===== config.mk =====
export PLATFORM = sky130hd
export DESIGN_NAME = rycc_fifo
export DESIGN_NICKNAME = d
export VERILOG_FILES = /design/src/sv/rycc_pkg.sv /design/src/sv/rycc_fifo.sv
export SDC_FILE = /design/constraint.sdc
export NUM_CORES = 1
export LEC_CHECK = 0
export BUFFER_PORTS_ARGS = -buffer_cell sky130_fd_sc_hd__buf_4
export CORE_UTILIZATION = 33
export DETAILED_ROUTE_END_ITERATION = 12
export PLACE_DENSITY = 0.61
export SYNTH_ARGS = -nofsm -noshare
export SYNTH_HDL_FRONTEND = slang
export SYNTH_SLANG_ARGS = --single-unit

===== constraint.sdc =====
create_clock -name clk -period 2.7 [get_ports clk]
set_clock_uncertainty 0.1 [all_clocks]
set_input_delay 0.135 -clock clk [delete_from_list [all_inputs] [get_ports clk]]
set_output_delay 0.135 -clock clk [all_outputs]
set_load 0.02 [all_outputs]

===== src/sv/rycc_pkg.sv =====
// ----------------------------------------------------------------------------
// rycc_pkg
// Shared types and constants of the RGB to YCbCr 4:2:0 converter.
// ----------------------------------------------------------------------------
package rycc_pkg;

	localparam int MaxWidth  = 4096;
	localparam int MaxHeight = 4096;
	localparam int ColW      = $clog2(MaxWidth);
	localparam int RowW      = $clog2(MaxHeight);
	localparam int SizeW     = 13;
	localparam int FifoDepth = 4;
	localparam int FifoAw    = $clog2(FifoDepth);

	localparam logic [SizeW-1:0] WidthReset  = 13'd640;
	localparam logic [SizeW-1:0] HeightReset = 13'd480;

	localparam logic RegImageWidth  = 1'b0;
	localparam logic RegImageHeight = 1'b1;

	typedef struct packed {
		logic [7:0] blue;
		logic [7:0] green;
		logic [7:0] red;
	} rgb_t;

	typedef struct packed {
		logic frame_end;
		logic chroma_valid;
		rgb_t mean;
		rgb_t pixel;
	} entry_t;

endpackage


===== src/sv/rycc_fifo.sv =====
// ----------------------------------------------------------------------------
// rycc_fifo
// Short queue between the front and back parts.
// ----------------------------------------------------------------------------
module rycc_fifo (
	input  logic             clk,
	input  logic             arst_n,
	input  logic             push,
	input  rycc_pkg::entry_t push_entry,
	output logic             full,
	input  logic             pop,
	output logic             empty,
	output rycc_pkg::entry_t pop_entry
);
	import rycc_pkg::*;

	entry_t            slot_q [FifoDepth];
	logic [FifoAw-1:0] wr_q, rd_q;
	logic [FifoAw:0]   count_q;

	assign full      = count_q == (FifoAw+1)'(FifoDepth);
	assign empty     = count_q == '0;
	assign pop_entry = slot_q[rd_q];

	always_ff @(posedge clk or negedge arst_n) begin
		if (!arst_n) begin
			wr_q    <= '0;
			rd_q    <= '0;
			count_q <= '0;
		end else begin
			if (push) begin
				wr_q <= wr_q + FifoAw'(1);
			end
			if (pop) begin
				rd_q <= rd_q + FifoAw'(1);
			end
			if (push && !pop) begin
				count_q <= count_q + (FifoAw+1)'(1);
			end else if (pop && !push) begin
				count_q <= count_q - (FifoAw+1)'(1);
			end
		end
	end

	always_ff @(posedge clk) begin
		if (push) begin
			slot_q[wr_q] <= push_entry;
		end
	end

endmodule


# [Word-level counts from Yosys, hierarchy flattened]
# Memory sizes are Yosys's and may differ from the RTL's.
# Cells that the tools add are included.
[classes] add_sub_neg=4 eq_ne=1 mux=4 reduce_logical=6
[op_table] cell="$mux W3" count=2
[op_table] cell="$add A2 B1 Y2 const B" count=2
[op_table] cell="$add A3 B1 Y3 const B" count=1
[op_table] cell="$eq A3 B3 Y1 const B" count=1
[op_table] cell="$logic_not A3 Y1" count=1
[op_table] cell="$sub A3 B1 Y3 const B" count=1
[op_table] cell="$logic_and A1 B1 Y1" count=2
[op_table] cell="$logic_not A1 Y1" count=2
[op_table] cell="$mux W1" count=2
[op_table] cell="$reduce_bool A2 Y1" count=1
[totals] regBits=7 mem_bits_rw=200 inputBits=54 output_inout_bits=52 elab_cells=19 memories=1
[mem_list] name="slot_q" words=4 width=50 rd=1 rd_ports_with_merged_regs=0 write_ports=1 line="rycc_fifo.sv:17" rtl="entry_t slot_q [FifoDepth];"

# [Depth between registers and ports, before layout]
[logic_depth] word_depth=4 ltp_mapped=7 ltp_nobuf=7

# [Least setup slack after synthesis]
# OpenSTA, ideal clock, no wires.
[synth_path] kind="register -> register" startpoint="register wr_q[0]" endpoint="memory slot_q[2][0] (netlist bit), enable pin" setup_time_ns=0.413 arrival_time_ns=1.807 required_time_ns=2.187 setup_slack_ns=0.380 path_stages_with_launch=4 path_buffers=0 period_less_slack_ns=2.320 path_cell_list="dfrtp_1 > inv_1 > ha_1 > and2_1"
[synth_lines] element="start: declaration" line="rycc_fifo.sv:18" rtl="logic [FifoAw-1:0] wr_q, rd_q;"
[synth_lines] element="start signal: assignment" line="rycc_fifo.sv:32" rtl="wr_q <= wr_q + FifoAw'(1);"
[synth_lines] element="end: declaration" line="rycc_fifo.sv:17"
# No word-level cell before the write port.

==> results by group <==
Finish
  • Utilization after layout: 0.441
  • Layout cells sized above 1: 0.406
  • N_diodes: 0
  • FILL cells: 1935
  • Post-route cell area: 0.0100 mm^2
  • Final net count: about 540
  • Multi-input gate area in the final layout: 0.00134 mm^2
  • Area grow syn2layout: 30.5%
  • Register area: 0.00619 mm^2

Clock network
  • Max H-tree Level: 1
  • Clk pin slew, worst setup/hold paths: 0.06 ns
  • Longest Clk Path Bufs: 3
  • Clock sinks: 207
  • Root Driver: clkbuf_16
  • Clk_lat worst skew: between 0.4 and 0.5 ns
  • Hold buffer count at cts: 54
  • PostCTS Resize Cnt: 0
  • CTS Buf Count: 23
  • CTS tree: built
  • Setup Buffers After CTS: 0

Drt
  • Residual DRC: 0
  • Vias per cell: 4.64
  • Antenna viol nets, final: 0
  • Wire length per cell: 18.3 um
  • First DRT Iteration DRCs: 200
  • Routed wire length: 14300 um
  • First-pass iteration count of the detailed router: 4
  • Vias after detailed routing: 3608

Timing
  • Final worst-path cycle share: 0.910
  • Worst slew pin tran: 0.607 ns
  • Setup Total Neg Slack: 0 ns
  • Worst rel slew slack: 0.595
  • Final min period: 2.46 ns
  • Finish-stage setup viols: 0
  • Max Slew Vio Count: 0
  • Hold Fails Final Rpt: 0
  • RSZ-0062 raised after global routing: no
  • F_max: 407 MHz

Job
  • Max_cap viols: 0

Logic synthesis
  • Post-synthesis mux area share: 0.149
  • Mapped cell area: 0.00767 mm^2
  • Yosys reg bits: 207
  • Synth Area in Compound Gates: 0.000653
  • Synth Instances: 296
  • Number of synthesized flops with an enable pin: 200
  • Largest family of logic cells by synthesized area: multiplexers
  • Mean Syn Cell Area: 25.9 um^2
  • Ys async rst share: 0.0338
  • Post-synth top flop: edfxtp_1
  • Post-Synth XOR/XNOR Area: 0.00685
  • Adder-cell share of the synthesized area: 0.0108
  • Sequential-to-total area share from yosys stat: 0.806
  • Ys Warns: 0
  • Net count after synthesis: 356
  • Synth Area in Simple Gates: 0.00636
  • Yosys cell types: 20

Power
  • Leakage power total: between 3 and 4 nW
  • Sequential share of power: 0.421
  • Internal power: 7.45 mW
  • Clock power frac: 0.251
  • Comb pwr share: 0.329
  • Total chip power: 10.7 mW
  • Maximum vdd drop: 0.555 mV
  • PD cells: between 1000 and 1500 mW/mm^2
  • Switch Pwr: 3.22 mW
  • Net Sw Frac: 0.302

Setup path
  • WS Path Type: flip-flop to output pin
  • CP required: roughly 2.5 ns
  • Crit path max fanout: 16
  • Slowest cell on crit path: dfrtp_4
  • Crit start category: flip-flop
  • Worst path most repeated cell: buf_4
  • Crit. End Element: output pin
  • CP arrival: ~2.2 ns
  • Worst path max stage delay: 0.64 ns
  • Worst-path cell chain: buf_4 > mux4_2 > buf_4

GRT
  • Number of global-route vias before repair: between 4000 and 5000
  • Initial antenna violation count: 0
  • Largest net degree at the start of global routing: 37
  • GRT Overall Usage: 0.124
  • First-pass GRT wire length: approximately 22000 um
  • Total global routing overflow: 0

Placement
  • Gp weighted congestion: 0.665
  • DPL Wire Length: 8530 um
  • I/O Buffers: roughly 110
  • Placed cell area: roughly 0.0088 mm^2

Floorplan
  • Initial Util: 0.338
  • Height of the die: 154 um
  • DIE AREA: between 0.02 and 0.025 mm^2
  • Die W: around 150 um
  • I/O pins: 106
  • # rows: 55
  • Core area: 0.0227 mm^2

Hold path
  • Min-delay worst type: primary input to flip-flop

Status
  • Status: completed
==> critical path, delay by kind of cell, from the launching register on <==
kind | cells | cell delay, ns
buf+inv | 2 | 0.53
mux | 1 | 0.56
flops | 1 | 0.64
==> metal layers <==
layer	GRT usage	routed length, um	up-vias	part of all wire
li1	-	-	1628	-
met1	0.141	5640	1859	0.40
met2	0.226	7490	89	0.53
met3	0.0303	708	32	0.050
met4	0.0405	421	0	0.030
met5	0	0	-	0
==> cells in the final DEF, fill, tap and decap left out, types with 2 or more instances in the layout <==
cell           instances
dlygate4sd3_1         54
clkinv_1               4
and2_2                 4
clkbuf_1               6
ha_1                   5
nand2_1                2
dfrtp_1                5
xor2_1                 4
buf_12                 4
mux4_2                48
clkinv_2               2
clkbuf_16             23
buf_4                114
mux4_1                 2
edfxtp_1             200
inv_1                  4
xnor2_1                2
==> Yosys cell counts (2+ instances only) <==
library cell,instances,area (um^2)
edfxtp_1,200,6010
nand2_1,2,7.51
xnor2_1,2,17.5
dfrtp_1,7,175
inv_1,4,15.0
ha_1,5,62.6
xor2_1,4,35.0
mux4_2,48,1080
and2_1,4,25.0
mux4_1,2,52.6
buf_2,5,25.0
buf_12,5,100
==> flip-flops by register name (all words and copies together) (netlist names) <==
name / cells
slot_q: 200
count_q: 3
rd_q: 2
wr_q: 2
==> worst paths after layout <==
path	depth (start not counted)	slack (ns)	to	from
setup / recovery	3	0.24	pop_entry[31]	rd_q[0]
hold / removal	2	0.29	slot_q[1][18]	push_entry[18]
setup reg to reg	4	0.80	slot_q[0][10]	wr_q[0]
hold reg to reg	1	0.41	count_q[2]	count_q[2]
max in group asynchronous	3	1.70	rd_q[0]	arst_n
min in group asynchronous	3	0.52	wr_q[0]	arst_n
==> cell families after synthesis <==
family / after synthesis
adder cells (fa/ha/maj): 6
AND/OR/NAND/NOR: 9
AO/OA/AOI/OAI: 1
multiplexers: 51
XOR/XNOR: 6
flip-flops: 207
buffers and inverters: 16
==> power groups by stage <==
stage / logic (mW) / registers (mW) / clock network [mW]
after floorplan: 2.40 / 4.40 / 0
after global placement: 3.52 / 4.54 / 0
after detailed placement: 3.54 / 4.58 / 0
after CTS: 3.61 / 4.51 / 2.76
after global routing: 3.76 / 4.57 / 2.88
final: 3.51 / 4.49 / 2.68
==> area by class of cell <==
class / count / area share
clock buffer: 29 / 0.0597
timing repair buffer: 172 / 0.147
inverter: 4 / 0.00150
tap: 285 / 0.0356
multi-input combinational: 73 / 0.134
sequential: 207 / 0.618
clock inverter: 8 / 0.00412
==> stage by stage <==
stage          setup WS (ns)  hold WS (ns)  std cells
2_1_floorplan          0.380        -0.261        296
3_3_place_gp           0.718        -0.151        687
3_5_place_dp           0.702        -0.147        687
4_1_cts                0.154         0.262        778
5_1_grt               0.0891         0.265        778
6_report               0.244         0.286        778
(Power assumes the default switching activity.)
