$ cat src/sv/rycc_pkg.sv
// ----------------------------------------------------------------------------
// rycc_pkg
// Shared types and constants of the RGB to YCbCr 4:2:0 converter.
// ----------------------------------------------------------------------------
package rycc_pkg;

	localparam int MaxWidth  = 4096;
	localparam int MaxHeight = 4096;
	localparam int ColW      = $clog2(MaxWidth);
	localparam int RowW      = $clog2(MaxHeight);
	localparam int SizeW     = 13;
	localparam int FifoDepth = 4;
	localparam int FifoAw    = $clog2(FifoDepth);

	localparam logic [SizeW-1:0] WidthReset  = 13'd640;
	localparam logic [SizeW-1:0] HeightReset = 13'd480;

	localparam logic RegImageWidth  = 1'b0;
	localparam logic RegImageHeight = 1'b1;

	typedef struct packed {
		logic [7:0] blue;
		logic [7:0] green;
		logic [7:0] red;
	} rgb_t;

	typedef struct packed {
		logic frame_end;
		logic chroma_valid;
		rgb_t mean;
		rgb_t pixel;
	} entry_t;

endpackage

$ cat src/sv/rycc_back.sv
// ----------------------------------------------------------------------------
// rycc_back
// Computes luma and the chroma pair from queued entries, two stages deep.
// ----------------------------------------------------------------------------
module rycc_back (
	input  logic             clk,
	input  logic             arst_n,
	input  logic             empty,
	input  rycc_pkg::entry_t pop_entry,
	output logic             pop,
	output logic             out_valid,
	input  logic             out_ready,
	output logic [7:0]       luma,
	output logic [7:0]       blue_diff,
	output logic [7:0]       red_diff,
	output logic             chroma_valid,
	output logic             frame_end
);
	import rycc_pkg::*;

	localparam logic [24:0] ChromaBias = 25'd8421376;

	logic        adv;
	logic        vld_s1, chroma_s1, fend_s1;
	logic [23:0] y_sum_s1;
	logic [22:0] cb_neg_s1, cr_neg_s1;
	logic [7:0]  ra_s1, ba_s1;
	logic [24:0] cb_sum, cr_sum;

	assign adv = !out_valid || out_ready;
	assign pop = adv && !empty;

	always_ff @(posedge clk or negedge arst_n) begin
		if (!arst_n) begin
			vld_s1    <= 1'b0;
			out_valid <= 1'b0;
		end else if (adv) begin
			vld_s1    <= !empty;
			out_valid <= vld_s1;
		end
	end

	always_ff @(posedge clk) begin
		if (adv) begin
			y_sum_s1  <= 24'd19595 * 24'(pop_entry.pixel.red)
				+ 24'd38470 * 24'(pop_entry.pixel.green)
				+ 24'd7471 * 24'(pop_entry.pixel.blue) + 24'd32768;
			cb_neg_s1 <= 23'd11059 * 23'(pop_entry.mean.red)
				+ 23'd21709 * 23'(pop_entry.mean.green);
			cr_neg_s1 <= 23'd27439 * 23'(pop_entry.mean.green)
				+ 23'd5329 * 23'(pop_entry.mean.blue);
			ra_s1     <= pop_entry.mean.red;
			ba_s1     <= pop_entry.mean.blue;
			chroma_s1 <= pop_entry.chroma_valid;
			fend_s1   <= pop_entry.frame_end;
		end
	end

	assign cb_sum = {2'b00, ba_s1, 15'd0} + ChromaBias - 25'(cb_neg_s1);
	assign cr_sum = {2'b00, ra_s1, 15'd0} + ChromaBias - 25'(cr_neg_s1);

	always_ff @(posedge clk) begin
		if (adv) begin
			luma         <= y_sum_s1[23:16];
			chroma_valid <= chroma_s1;
			frame_end    <= fend_s1;
			if (chroma_s1) begin
				blue_diff <= cb_sum[24] ? 8'hFF : cb_sum[23:16];
				red_diff  <= cr_sum[24] ? 8'hFF : cr_sum[23:16];
			end else begin
				blue_diff <= '0;
				red_diff  <= '0;
			end
		end
	end

endmodule

$ cat config.mk
export PLATFORM = sky130hd
export DESIGN_NAME = rycc_back
export DESIGN_NICKNAME = d
export VERILOG_FILES = /design/src/sv/rycc_pkg.sv /design/src/sv/rycc_back.sv
export SDC_FILE = /design/constraint.sdc
export NUM_CORES = 1
export LEC_CHECK = 0
export BUFFER_PORTS_ARGS = -buffer_cell sky130_fd_sc_hd__buf_2
export CORE_MARGIN = 2
export CORE_UTILIZATION = 50
export DETAILED_ROUTE_END_ITERATION = 10
export PLACE_DENSITY = 0.66
export SYNTH_ARGS = -nofsm -noshare
export SYNTH_HDL_FRONTEND = slang
export SYNTH_SLANG_ARGS = --single-unit
$ cat constraint.sdc
create_clock -name clk -period 3.9 [get_ports clk]
set_clock_uncertainty 0.05 [all_clocks]
set_input_delay 0.39 -clock clk [delete_from_list [all_inputs] [get_ports clk]]
set_output_delay 0.39 -clock clk [all_outputs]
set_load 0.02 [all_outputs]
After elaboration in Yosys (flattened, before gate mapping)
Index checks and enable logic that the tools add are counted.

Register bits: 116. Input port bits: 54. Output and inout bits: 28.

Add/sub/neg operators: 9. Multipliers: 7. Mux-type cells: 2. Reduce and logical (&&, ||, !) cells: 4.

Operators by type and width (count): multiplier 15 x 8 -> 23 bit (first input constant) (4); adder 23 x 24 -> 25 bit (second input constant) (2); subtractor 25 x 23 -> 25 bit (2); multiplier 13 x 8 -> 21 bit (first input constant) (2); adder 23 x 24 -> 24 bit (1); adder 24 x 16 -> 24 bit (second input constant) (1); adder 24 x 21 -> 24 bit (1); adder 22 x 23 -> 23 bit (1); adder 23 x 21 -> 23 bit (1); multiplier 14 x 8 -> 22 bit (first input constant) (1); two-way mux 8 bit (2); logical NOT 1 bit (2); logical AND 1 bit (1); logical OR 1 bit (1).

Depth between registers and ports, before layout
Gate-level depths: netlist of run 1.

Depth in word-level cells: 4. Depth in mapped cells: 30. Gate-level depth less buffers: 30.

Worst setup path after synthesis of run 1
No wires, ideal clock.

Kind: input port to flip-flop. Start point: in pop_entry[13] (netlist bit). End point: reg y_sum_s1[23] (data pin). Setup time: 0.260 ns. Data arrival time: 7.019 ns. Data required time: 3.590 ns. Path slack: -3.429 ns. Stages on the path: 29. Buffers on the path: 0. Cells stage by stage: ha_1 > inv_1 > fa_1 > fa_1 > inv_1 > ha_1 > and3_1 > a221o_1 > a21oi_1 > o21ai_0 > a21o_1 > a21oi_1 > xnor2_1 > ha_1 > ha_1 > fa_1 > inv_1 > fa_1 > fa_1 > inv_1 > ha_1 > nand3_1 > nor2_1 > o2111ai_1 > nand3_2 > o41a_1 > a21o_1 > a211o_1 > xor2_1.

Longest elaborated chain between the ends: 4.

RTL lines: from (decl) (line rycc_back.sv:9) `input rycc_pkg::entry_t pop_entry,`; multiplier 15 x 8 -> 23 bit (line rycc_back.sv:46) `+ 24'd38470 * 24'(pop_entry.pixel.green)`; adder 23 x 24 -> 24 bit (line rycc_back.sv:46); adder 24 x 21 -> 24 bit (line rycc_back.sv:47) `+ 24'd7471 * 24'(pop_entry.pixel.blue) + 24'd32768;`; adder 24 x 16 -> 24 bit (line rycc_back.sv:47); to (signal assigned) (line rycc_back.sv:45) `y_sum_s1 <= 24'd19595 * 24'(pop_entry.pixel.red)`; to (decl) (line rycc_back.sv:25) `logic [23:0] y_sum_s1;`.

No other way between the ends. A chain may end at the register's enable or synchronous reset.

Worst setup path after layout of run 1
Start point: in pop_entry[14] (netlist bit). End point: reg y_sum_s1[23] (data pin).

Same word-level chain as after synthesis.

==> results.json, run 1 <==
{
  "grt_overflow_total": 0,
  "timing.final.crit_share_pct": 178,
  "wl_met1_um": 17900,
  "synth_area_leaders": "fa_1 31%, ha_1 27%, edfxtp_1 17%, inv_1 9.5%, xnor2_1 2.6%",
  "setup_slack_ns": -3.02,
  "r2r_start": "cr_neg_s1[2]",
  "drive_gt1_share_pct": 28.9,
  "reg2regPathDepth": 8,
  "dr_wl_met3_um": 1250,
  "grt_max_degree": 56,
  "wirelength_um": 42600,
  "finalSetupTns_ns": -46.96,
  "cts_tree": "yes",
  "clkTransAtPathRegs_ns": 0.07,
  "core_area_um2": 35300,
  "synth.top_cell.area_share_pct": 31.4,
  "cts_made_buffers": 9,
  "dp_hpwl_um": 37000,
  "violations": "negative setup slack",
  "grt_usage_pct": 24.7,
  "vias": 12700,
  "clock-root-buffer": "clkbuf_16",
  "final_area_um2": 22800,
  "crit_path_start_kind": "input pin",
  "synth_cells": 1630,
  "holdCritStartpoint": "pop_entry[48]",
  "slowest_delay_ns": 0.53,
  "cp.arrival_ns": 6.98,
  "cp_max_fo": 4,
  "wl_per_cell_um": 17.1,
  "start_util_pct": 50.5,
  "synth-edff-count": 98,
  "endpoint_kind": "flip-flop",
  "dr.max_layer_used": "met4",
  "grt_pass1_wl_um": 70200,
  "synth_area_um2": 17800,
  "route.met2.wl_um": 21800,
  "antenna_found_initial": 0,
  "viasPerCell": 5.06,
  "drv_cap": 0,
  "grt_pass1_vias": 14200,
  "setup_violations": 40,
  "drt-initial-drc-count": 425,
  "dpl_cell_area_um2": 21400,
  "antenna_cells": 0,
  "ys_ff_latch": 100,
  "rsz0062_at_grt": "yes",
  "antenna_left": 0,
  "dpl.cell_count": 2458,
  "synth_top_flop_cell": "edfxtp_1",
  "crit_type": "in2reg",
  "yosysTopAreaCell": "fa_1",
  "status": "finished with violations",
  "syn_nets": 2355,
  "yosysWarnings": 0,
  "htreeDepth": 3,
  "synth_cell_types": 60,
  "hold_end": "chroma_s1",
  "final_hold_viol_count": 0,
  "fin_hold_ws_ns": 0.149,
  "dieArea_um2": 37200,
  "tightest_slew_ns": 0.794,
  "r2r-end": "red_diff[6]",
  "drc": 0,
  "relSlewSlack_pct": 46.6,
  "die_h_um": 193,
  "cp_slowest_cell": "fa_1",
  "num_io_pins": 82,
  "required_ns": 3.96,
  "path_common_cell": "fa_1",
  "nNetsFinal": 2758,
  "holdPathStages": 1,
  "cts-root-to-sink-buffers": 2,
  "async_flop_share_pct": 2.00,
  "clk_latency_ns": 0.37,
  "die_w_um": 193,
  "max_freq_ghz": 0.144,
  "port_buffers": 81,
  "dr.pass1.iters": 4,
  "period_minus_slack_ns": 6.92,
  "r2r_slack_ns": 0.76,
  "avgSynthCellArea_um2": 10.9,
  "yosysSeqAreaShare_pct": 16.8,
  "slew_viol_final": 0,
  "area_growth_pct": 28.0,
  "hp-class": "in2reg",
  "fp-row-count": 69,
  "gp_congestion": 0.859,
  "cts.sinks": 100,
  "stdcell_count": 2499
}
critical path, delay by kind of cell:
kind | cells | cell delay [ns]
compound gates | 9 | 1.94
xor+xnor | 2 | 0.29
fa+ha+maj | 10 | 3.66
buf+inv | 5 | 0.28
simple gates | 4 | 0.41
worst max-delay path by stage:
stage,start,endpoint,cells after the start
detailed placement,pop_entry[14],y_sum_s1[23],30
floorplan,pop_entry[14],y_sum_s1[23],29
CTS,pop_entry[14],y_sum_s1[23],30
global route,pop_entry[14],y_sum_s1[23],30
finish,pop_entry[14],y_sum_s1[23],30
global placement,pop_entry[14],y_sum_s1[23],30
cell families after synthesis:
group                    Yosys count  synth area share [%]
adder cells (fa/ha/maj)          671                  58.9
flip-flops                       100                  16.8
XOR/XNOR                          73                  3.59
multiplexers                       2                 0.119
buffers and inverters            456                  9.60
AO/OA/AOI/OAI                    159                  6.33
AND/OR/NAND/NOR                  169                  4.68
state kept, by name, indices dropped and copies added, names as in the netlist:
name and flops:
frame_end 1, out_valid 1, blue_diff 8, ra_s1 8, luma 8, chroma_s1 1
ba_s1 8, red_diff 8, cb_neg_s1 23, fend_s1 1, chroma_valid 1, vld_s1 1
y_sum_s1 8, cr_neg_s1 23
final cells by class:
type | instances | area, um2
repair buffers | 396 | 3020
clock inverters | 5 | 66.3
multi-input cells | 1074 | 14200
fillers | 2738 | 12500
inverters | 452 | 1720
well taps | 461 | 577
clock buffers | 11 | 233
flip-flops and latches | 100 | 2990
what timing repair did:
item / in CTS / in global routing
endpoints found under the setup margin: 41 / 41
gates resized for setup: 124 / 81
hold endpoints to repair: 2 / 0
hold buffers: 1 / 0
setup buffers: 29 / 14
pin swaps: 88 / 79
cells in the final DEF, fill, tap and decap left out, drive strengths merged, types with 3 or more instances in the layout:
cell     Yosys  routed
a211o        3       3
a211oi       9       9
a21o        31      31
a21oi       43      43
a31oi        6       6
and3         9       9
buf          1     395
clkbuf       3      11
edfxtp      98      98
fa         280     280
ha         391     391
inv        452     454
nand2       31      31
nand2b       7       7
nand3       15      15
nand4        6       6
nor2        47      47
nor2b        4       4
nor3        23      23
nor4        10      10
o2111ai      3       3
o21a        11      11
o21ai       21      21
o21bai       9       9
o31ai        4       4
or2          8       8
xnor2       53      53
xor2        20      20
per-stage QoR:
step           utilization [%]  worst slack (ns)
4_1_cts                   63.6             -2.97
3_3_place_gp              60.5             -3.45
6_report                  64.6             -3.02
5_1_grt                   64.6             -3.27
3_5_place_dp              60.5             -3.54
2_1_floorplan                -             -3.12
synthesized netlist by cell type, drive strengths merged, types with 11 or more instances:
cell	number
nor3	23
xor2	20
o21a	11
xnor2	53
nand2	31
o21ai	21
nand3	15
a21oi	43
a21o	31
fa	280
inv	452
nor2	47
ha	391
edfxtp	98
per-layer routing:
| metal | vias up | GRT usage [%] |
|---|---|---|
| met5 | - | 0 |
| met3 | 90 | 2.73 |
| met1 | 6305 | 30.1 |
| met2 | 205 | 44.5 |
| li1 | 6052 | - |
| met4 | 0 | 10.0 |
Power of run 1 is not shown: default switching activity piles up to over one toggle a cycle in this logic, so the estimate is an artifact.
==> run 2, diff against run 1 <==
- ABC_AREA: not set -> 1
==> results.json, run 2 <==
{
  "cp_slowest_cell": "fa_2",
  "period_minus_slack_ns": 5.87,
  "port_buffers": 81,
  "path_common_cell": "ha_4",
  "cts-root-to-sink-buffers": 2,
  "r2r_slack_ns": 1.49,
  "endpoint_kind": "flip-flop",
  "grt_max_degree": 53,
  "setup_violations": 43,
  "finish.utilization_pct": 67.4,
  "die_w_um": 203,
  "synth.top_cell.area_share_pct": 28.2,
  "cp.depth": 29,
  "vias": 16200,
  "clkTransAtPathRegs_ns": 0.07,
  "synth_top_flop_cell": "edfxtp_1",
  "r2r_start": "cr_neg_s1[19]",
  "start_util_pct": 50.4,
  "fp-row-count": 73,
  "crit_family": "adder cells",
  "timing.final.crit_share_pct": 151,
  "drv_cap": 0,
  "regArea_um2": 2990,
  "busiest_layer": "met2",
  "reg2regPathDepth": 11,
  "syn_nets": 2941,
  "path_buf_inv": 6,
  "required_ns": 3.97,
  "nFillCells": 3058,
  "rsz0062_at_grt": "yes",
  "met2_usage_pct": 49.9,
  "mostFrequentLayoutCells": "525 x inv_1, 330 x buf_4, 310 x ha_1, 260 x nand2_1, 251 x fa_1",
  "core_area_um2": 39500,
  "final_area_um2": 26600,
  "slew_viol_final": 0,
  "top_regs": "cb_neg_s1 x23, cr_neg_s1 x23",
  "dieArea_um2": 41400,
  "avgSynthCellArea_um2": 8.97,
  "ys_ff_latch": 100,
  "antenna_found_initial": 0,
  "cts_tree": "yes",
  "cp.arrival_ns": 5.94,
  "clock-root-buffer": "clkbuf_16",
  "slowest_delay_ns": 0.59,
  "gp_congestion": 0.949,
  "drt-initial-drc-count": 579,
  "htreeDepth": 3,
  "antenna_cells": 0,
  "drive_gt1_share_pct": 31.8,
  "status": "finished with violations",
  "synth-edff-count": 98,
  "yosysTopAreaCell": "fa_1",
  "violations": "negative setup slack",
  "max_freq_ghz": 0.170,
  "setup_slack_ns": -1.97,
  "antenna_left": 0,
  "grt_usage_pct": 26.6,
  "r2r-end": "red_diff[5]",
  "wl_per_cell_um": 17.0,
  "final_hold_viol_count": 0,
  "yosysWarnings": 0,
  "met3_usage_pct": 2.78,
  "synth_most_common_cell": "inv_1",
  "clk_latency_ns": 0.36,
  "grtUsageMet1_pct": 31.7,
  "crit_path_start_kind": "input pin",
  "dp_hpwl_um": 45900,
  "grt_pass1_vias": 17400,
  "synth_cells": 2216,
  "relSlewSlack_pct": 56.5,
  "multi_input_area_um2": 16800,
  "yosys-top-cells-count": "576 x inv_1, 391 x ha_1, 330 x nand2_1",
  "grt_pass1_wl_um": 86000,
  "finalSetupTns_ns": -33.92,
  "crit_type": "in2reg",
  "setup.worst_path.start": "pop_entry[12]",
  "viasPerCell": 5.05,
  "final_common_cell": "inv_1",
  "cts_made_buffers": 9,
  "hp-class": "in2reg",
  "dpl_cell_area_um2": 24200,
  "synth_area_um2": 19900,
  "yosysSeqAreaShare_pct": 15.1,
  "synth_area_leaders": "fa_1 28%, ha_1 25%, edfxtp_1 15%, inv_1 11%, nand2_1 6.2%",
  "dr.pass1.iters": 5,
  "drc": 0,
  "wirelength_um": 54500,
  "area_growth_pct": 33.7,
  "async_flop_share_pct": 2.00,
  "tightest_slew_ns": 0.652,
  "grt_overflow_total": 0,
  "die_h_um": 203,
  "nNetsFinal": 3407,
  "cp_max_fo": 3,
  "cts.sinks": 100,
  "num_io_pins": 82,
  "crit_path_end": "y_sum_s1[23]",
  "synth_cell_types": 41
}
-- run 2: cell count changes after synthesis, sizes merged, moves of 14 or more --
cell	previous run	this run
o21ai	21	35
nand3	15	99
nor2	47	144
xnor2	53	8
a21o	31	12
nand2	31	344
nand4	6	24
a21oi	43	89
inv	452	578
xor2	20	38
-- run 2: worst register-to-register path: stages (launching register included) --
cell and delay [ns]:
edfxtp_1 0.37, inv_1 0.14, ha_1 0.26, ha_1 0.38
a21oi_1 0.20, o21ai_1 0.12, nand2_1 0.09, nand2_1 0.07
nor2_2 0.25, nand3_1 0.14, nand2_1 0.08, inv_1 0.04
-- run 2: layer usage --
| metal | vias up | wire, um |
|---|---|---|
| met5 | - | 0 |
| met4 | 0 | 1740 |
| met3 | 96 | 1880 |
| met2 | 313 | 28900 |
| met1 | 7909 | 22000 |
| li1 | 7882 | - |
-- run 2: stage by stage --
stage               setup WS (ns)  hold slack (ns)  std cells
floorplan                   -2.07           0.0444       2216
finish                      -1.97            0.159       3211
CTS                         -1.92            0.136       3195
global route                -2.17            0.142       3211
global placement            -2.54            0.124       3150
detailed placement          -2.58            0.129       3150
-- run 2: how the worst min path moves through the flow --
stage / cells past startpoint / to / from
detailed placement: 1 / out_valid / arst_n
floorplan: 0 / out_valid / arst_n
global placement: 1 / out_valid / arst_n
global route: 1 / fend_s1 / pop_entry[49]
finish: 1 / fend_s1 / pop_entry[49]
CTS: 1 / fend_s1 / pop_entry[49]
-- run 2: kinds of logic after synthesis --
family,Yosys count,synth area share (%)
buffers and inverters,579,10.9
XOR/XNOR,46,2.03
AND/OR/NAND/NOR,652,14.2
AO/OA/AOI/OAI,168,5.00
adder cells (fa/ha/maj),671,52.8
flip-flops,100,15.1
-- run 2: cell type report --
| type | count | share of cell area (%) |
|---|---|---|
| multi-input combinational | 1537 | 63.1 |
| timing repair buffer | 455 | 13.7 |
| sequential | 100 | 11.3 |
| inverter | 579 | 8.34 |
| tap | 525 | 2.47 |
| clock buffer | 10 | 0.861 |
| clock inverter | 5 | 0.235 |
-- run 2: timing repair --
action | CTS | global route
buffers inserted | 31 | 24
endpoints found under the setup margin | 43 | 43
hold buffers | 1 | 0
resized for setup | 249 | 153
pin swaps | 160 | 145
endpoints found under the hold margin | 2 | 0
gates cloned | 0 | 0
Power of run 2 is left out for the same reason.
==> run 3, diff against run 2 <==
- CELL_PAD_IN_SITES_DETAIL_PLACEMENT: not set -> 1
- CELL_PAD_IN_SITES_GLOBAL_PLACEMENT: not set -> 2
- CORE_UTILIZATION: 50 -> 41
- PLACE_DENSITY: 0.66 -> 0.82
==> results.json, run 3 (synthesis gave the netlist of run 2 again) <==
{
  "num_io_pins": 82,
  "dp_hpwl_um": 56900,
  "met2_usage_pct": 52.8,
  "dr.pass1.iters": 5,
  "nNetsFinal": 3453,
  "wl_per_cell_um": 21.0,
  "antenna_left": 0,
  "max_freq_ghz": 0.164,
  "final_hold_viol_count": 0,
  "grtUsageMet1_pct": 32.9,
  "hp-class": "in2reg",
  "slew_viol_final": 0,
  "grt_overflow_total": 0,
  "status": "finished with violations",
  "cts_made_buffers": 9,
  "drc": 0,
  "fin_hold_ws_ns": 0.132,
  "crit_type": "in2reg",
  "die_h_um": 224,
  "holdPathStages": 1,
  "mostFrequentLayoutCells": "522 x inv_1, 369 x buf_4, 302 x ha_1, 256 x fa_1, 249 x nand2_1",
  "setup_slack_ns": -2.18,
  "clkTransAtPathRegs_ns": 0.08,
  "cts-root-to-sink-buffers": 2,
  "antenna_found_initial": 3,
  "timing.final.crit_share_pct": 156,
  "crit_path_start_kind": "input pin",
  "grt_pass1_wl_um": 106000,
  "endpoint_kind": "flip-flop",
  "die_w_um": 224,
  "drive_gt1_share_pct": 34.5,
  "viasPerCell": 5.08,
  "cp.arrival_ns": 6.17,
  "start_util_pct": 41.6,
  "rsz0062_at_grt": "yes",
  "dieArea_um2": 50300,
  "vias": 17000,
  "busiest_layer": "met2",
  "grt_usage_pct": 27.6,
  "period_minus_slack_ns": 6.08,
  "fp-row-count": 80,
  "tightest_slew_ns": 1.06,
  "gp_congestion": 0.891,
  "final_common_cell": "inv_1",
  "violations": "negative setup slack",
  "grt_pass1_vias": 19500,
  "port_buffers": 81,
  "drv_cap": 0,
  "met3_usage_pct": 2.17,
  "area_growth_pct": 37.9,
  "cp_max_fo": 4,
  "setup_violations": 40,
  "clk_latency_ns": 0.39,
  "htreeDepth": 3,
  "finalSetupTns_ns": -38.81,
  "place_ws_ns": -2.60,
  "relSlewSlack_pct": 29.4,
  "cts_tree": "yes",
  "grt_max_degree": 79,
  "reg2regPathDepth": 11,
  "wirelength_um": 70400,
  "clock-root-buffer": "clkbuf_16",
  "core_area_um2": 47800,
  "drt-initial-drc-count": 631,
  "top_regs": "cb_neg_s1 x23, cr_neg_s1 x23",
  "required_ns": 3.99,
  "cts.sinks": 100
}
[run 3: path summary, 6_finish.rpt]
path | startpoint | end | slack (ns)
worst max-delay path | pop_entry[15] | y_sum_s1[16] | -2.18
worst min-delay path | pop_entry[49] | fend_s1 | 0.13
worst max register to register | cb_neg_s1[19] | blue_diff[5] | 1.44
worst min register to register | fend_s1 | frame_end | 0.37
max in group asynchronous | arst_n | out_valid | 3.45
min in group asynchronous | arst_n | vld_s1 | 0.26
[run 3: layout make-up]
class	count	area [um2]
multi-input cells	1537	17100
well taps	615	769
repair buffers	501	3980
fillers	5319	20400
clock buffers	9	225
flip-flops and latches	100	2990
clock inverters	7	80.1
inverters	579	2230
diodes	2	5.00
[run 3: timing repair]
action,CTS,global route
pin swaps,167,178
buffers inserted,26,37
endpoints found under the hold margin,2,0
resized for setup,264,189
hold buffers,1,0
setup endpoints to repair,43,43
[run 3: critical path, cell delays in order]
cell      delay, ns
buf_4          0.14
ha_4           0.17
ha_4           0.15
or2_4          0.23
fa_2           0.34
fa_1           0.50
ha_4           0.33
nand2_2        0.10
nor2_4         0.11
nand4_1        0.12
o21ai_2        0.22
xor2_1         0.17
ha_2           0.30
ha_4           0.16
fa_1           0.53
inv_1          0.05
fa_2           0.53
fa_1           0.42
inv_2          0.09
ha_4           0.22
buf_12         0.13
a21oi_4        0.18
a21boi_4       0.22
o21a_1         0.16
nand2_2        0.07
xor2_2         0.15
[run 3: metal layers]
metal | up-vias | routed length (um)
met5 | - | 18
met4 | 2 | 2290
met3 | 118 | 1790
met2 | 284 | 37700
met1 | 8651 | 28600
li1 | 7970 | -
[run 3: metrics by stage]
step           cells  cell area, um2  utilization [%]
3_5_place_dp    3276           24600             51.4
4_1_cts         3318           26400             55.1
6_report        3350           27400             57.3
2_1_floorplan   2216           20700                -
5_1_grt         3349           27400             57.3
3_3_place_gp    3276           24600             51.4
Power of run 3 is left out for the same reason.
